## src/hdl/v3n_pkg.sv

```systemverilog
package v3n_pkg;

  // Fixed formats of the datapath
  localparam int CompW  = 32;                 // Q16.16 component width
  localparam int SumW   = 2 * CompW;          // sum of squares
  localparam int RootW  = CompW;              // truncated length
  localparam int QuotW  = CompW - 1;          // quotient magnitude, at most 2^30
  localparam int FracW  = 30;                 // Q2.30 fraction bits
  localparam logic [CompW-1:0] UNIT_ONE = 32'h4000_0000;

  // One classified vector travelling from front to back
  typedef struct packed {
    logic [SumW-1:0]  sum;
    logic [CompW-1:0] mag_x;
    logic [CompW-1:0] mag_y;
    logic [CompW-1:0] mag_z;
    logic [2:0]       neg;     // {z, y, x}
    logic             zero;
  } v3n_item_t;

endpackage

```

## src/hdl/v3n_fifo.sv

```systemverilog
module v3n_fifo #(
  parameter int DEPTH = 4
) (
  input  logic               clk,
  input  logic               rst_n,
  input  logic               push,
  input  v3n_pkg::v3n_item_t push_item,
  output logic               full,
  input  logic               pop,
  output logic               empty,
  output v3n_pkg::v3n_item_t pop_item
);
  import v3n_pkg::*;

  localparam int PtrW = (DEPTH > 1) ? $clog2(DEPTH) : 1;
  localparam int CntW = $clog2(DEPTH + 1);

  v3n_item_t       mem_r [DEPTH];
  logic [PtrW-1:0] wr_ptr_r, rd_ptr_r;
  logic [CntW-1:0] cnt_r;

  assign full     = (cnt_r == CntW'(DEPTH));
  assign empty    = (cnt_r == '0);
  assign pop_item = mem_r[rd_ptr_r];

  always_ff @(posedge clk) begin
    if (push) begin
      mem_r[wr_ptr_r] <= push_item;
    end
  end

  // pointers wrap at DEPTH
  always_ff @(posedge clk) begin
    if (!rst_n) begin
      wr_ptr_r <= '0;
      rd_ptr_r <= '0;
      cnt_r    <= '0;
    end else begin
      if (push) begin
        wr_ptr_r <= (wr_ptr_r == PtrW'(DEPTH - 1)) ? '0 : wr_ptr_r + 1'b1;
      end
      if (pop) begin
        rd_ptr_r <= (rd_ptr_r == PtrW'(DEPTH - 1)) ? '0 : rd_ptr_r + 1'b1;
      end
      if (push && !pop) begin
        cnt_r <= cnt_r + 1'b1;
      end else if (pop && !push) begin
        cnt_r <= cnt_r - 1'b1;
      end
    end
  end

endmodule

```

## config.mk

```make
export PLATFORM = sky130hd
export DESIGN_NAME = v3n_fifo
export DESIGN_NICKNAME = d
export VERILOG_FILES = /design/src/hdl/v3n_pkg.sv /design/src/hdl/v3n_fifo.sv
export SDC_FILE = /design/constraint.sdc
export NUM_CORES = 1
export LEC_CHECK = 0
export BUFFER_PORTS_ARGS = -buffer_cell sky130_fd_sc_hd__buf_2
export CORE_MARGIN = 2
export CORE_UTILIZATION = 61
export DETAILED_ROUTE_END_ITERATION = 10
export PLACE_DENSITY = 0.88
export RECOVER_POWER = 25
export SLEW_MARGIN = 25
export SYNTH_ARGS = -nofsm -noshare
export SYNTH_HDL_FRONTEND = slang
export SYNTH_SLANG_ARGS = --single-unit
export TNS_END_PERCENT = 100
```

## constraint.sdc

```tcl
create_clock -name clk -period 14.5 [get_ports clk]
set_input_delay 1.45 -clock clk [delete_from_list [all_inputs] [get_ports clk]]
set_output_delay 1.45 -clock clk [all_outputs]
set_load 0.01 [all_outputs]
```

==> out/metrics.cfg <==
[clock_tree]
cts.sinks=665
cts.reportedPaths.clkPinSlew_ns=0.06
cts_buffer_depth=3
ctsResizeCount=0
clock_latency_ns=0.61
cts_setup_buffers=0
htree_levels=2
holdBufCountCts=0
cts_buffers=61
cts-root-buf=clkbuf_16
cts_tree=done

[route]
wirelength_mm=50.9
first_iter_violations=1066
num_vias=11100
drc=0
vias_per_cell=6.03
wire_per_inst_um=27.6
dr.pass1.iters=5
drt.antenna.violating_nets=0

[synth]
ys_top_cells_by_area=edfxtp_1 82%, mux4_2 15%, dfxtp_1 0.75%
yosysTopAreaCellShare_pct=81.8
synthMuxAreaShare_pct=15.5
syn_area_sq_um=24100
synthXorXnorAreaFrac_pct=0.0727
synth_top_family_by_area=multiplexers
yosysUniqueCellTypes=22
syn_nets=1075
syn_inst=900
synth_top_area_cell=edfxtp_1
yosys_warnings=0
avgSynthCellArea_sq_um=26.8
seq_area_frac_synth_pct=82.5
synth-simple-area-share_pct=0.374
synth_compound_area_share_pct=0.0831
yosys.area_share.adder_pct=0.395
synth-seq-cells=665

[worst_setup_path]
path_cells=buf_4 > buf_4 > mux4_2 > buf_2
worstSetupPathType=reg2out
crit_top_cell=buf_4
slowest_delay_ns=0.84
crit_path_max_fanout=45
r2r-start=wr_ptr_r[0]
crit_required_ns=13.05
arrival_ns=3.92
worstSetupEndpointType=output pin
startpoint_type=register
cp_slowest_cell=dfxtp_4

[power]
leakage_nw=9.15
p_per_area_nw_per_um2=147
ir_drop_uv=124

[sta]
rsz0062_at_grt=false
fmax_mhz=186
period_share_pct=37.0
fin_skew_ns=0.0118
setup_viol=0
drv_slew=0
final.min_clock_period_ns=5.37
hold_viol_final=0
tightest_slew_ns=1.03
slew-limit-headroom_pct=31.1
fin_setup_tns_ns=0

[final_layout]
nFillCells=2135
syn_to_final_growth_pct=16.7
nNetsFinal=1449
drive_gt1_share_pct=37.3
fin_util_pct=72.4

[flow_run]
maxCapViolations=0

[grt]
grt_usage_pct=25.1
antenna_found_initial=6
grt_pass1_wl_mm=74.9
grt_max_degree=75
overflow=0
grt_pass1_vias=11900

[floorplan]
die_y_um=203
core_sq_um=38800
rows=72
initial_core_util_pct=62.1
die_w_um=203
die_area_sq_um=41100
pin_count=334

[place]
gp_congestion=0.736
portBuffers=333
dpl.hpwl_mm=28.8

[status]
status=completed

[min_path]
hp-start=rd_ptr_r[1]
hp-class=reg2reg

[stage by stage]
step	hold slack (ns)	instances	setup WS (ns)	instance area, sq um	power, mW
5_1_grt	0.595	1839	8.74	28100	4.26
3_5_place_dp	0.549	1728	9.66	26300	2.62
4_1_cts	0.566	1837	8.94	28200	4.17
3_3_place_gp	0.497	1728	9.64	26300	2.60
6_report	0.557	1844	9.13	28100	4.14
2_1_floorplan	0.472	900	8.77	24100	2.47
[per-layer routing]
layer / GRT usage [%] / routed length [um]
met5: 0 / 15
met3: 7.35 / 4820
met2: 42.2 / 26300
met4: 8.06 / 1390
met1: 32.2 / 18500
[layout make-up]
| class | instances | area, sq um | area share [%] |
|---|---|---|---|
| diodes | 6 | 15.0 | 0.0534 |
| clock buffers | 75 | 1600 | 5.69 |
| clock inverters | 34 | 329 | 1.17 |
| inverters | 4 | 15.0 | 0.0534 |
| multi-input cells | 195 | 3970 | 14.1 |
| flip-flops and latches | 665 | 19900 | 70.7 |
| well taps | 518 | 648 | 2.31 |
| repair buffers | 347 | 1660 | 5.89 |
[worst max-delay path: cells and delay by family (launching register included)]
family | cells | cell delay [ns]
flops | 1 | 0.84
buf+inv | 3 | 1.75
mux | 1 | 0.64
[placed cells by master (no fill, tap or decap), types with 2 or more instances in the layout]
cell type   instances
edfxtp_1          656
buf_2             221
mux4_2            164
clkbuf_1          124
clkbuf_16          61
buf_4              12
clkinv_2           11
clkinv_1           10
dfxtp_1             7
diode_2             6
ha_1                6
bufinv_16           6
nor2b_1             5
inv_1               4
and2_4              4
mux2i_1             4
clkinvlp_4          4
nor3_1              2
dfxtp_4             2
clkbuf_8            2
inv_6               2
[cells in the mapped netlist, drive strengths merged]
master	instances
nor2b	5
o21a	1
nor3b	1
and2	5
xor2	1
a21boi	1
buf	34
dfxtp	9
o21ai	1
clkbuf	2
ha	6
edfxtp	656
nor2	1
mux4	164
mux2i	4
xnor2	1
inv	4
nor3	2
fa	1
or3	1
[cells by family (layout without fill, tap and decap cells)]
group / after synthesis / after routing
xor gates and xnor gates: 2 / 2
muxes: 168 / 168
AOI/OAI and AO/OA: 3 / 3
DFF: 665 / 665
adders and majority gates: 7 / 7
buffers and inverters: 40 / 460
other: 0 / 6
and+or+nand+nor: 15 / 15
[registers in the layout, indices dropped and copies added (netlist names), named ones only]
signal / flops
mem_r: 656
cnt_r: 3
rd_ptr_r: 2
wr_ptr_r: 2
[power by group]
part           switching (mW)  internal (mW)  total [mW]
clock network           0.665          0.887        1.55
registers              0.0318           2.21        2.24
logic                   0.198          0.148       0.346
total                   0.895           3.24        4.14
[path summary, 6_finish.rpt]
| kind | slack [ns] | depth (start not counted) | endpoint |
|---|---|---|---|
| setup / recovery | 9.13 | 4 | pop_item[9] |
| hold / removal | 0.56 | 2 | register |
| setup reg to reg | 11.90 | 4 | mem_r[0][10] |
| hold reg to reg | 0.56 | 2 | register |
Power figures use the tool's default switching activity.
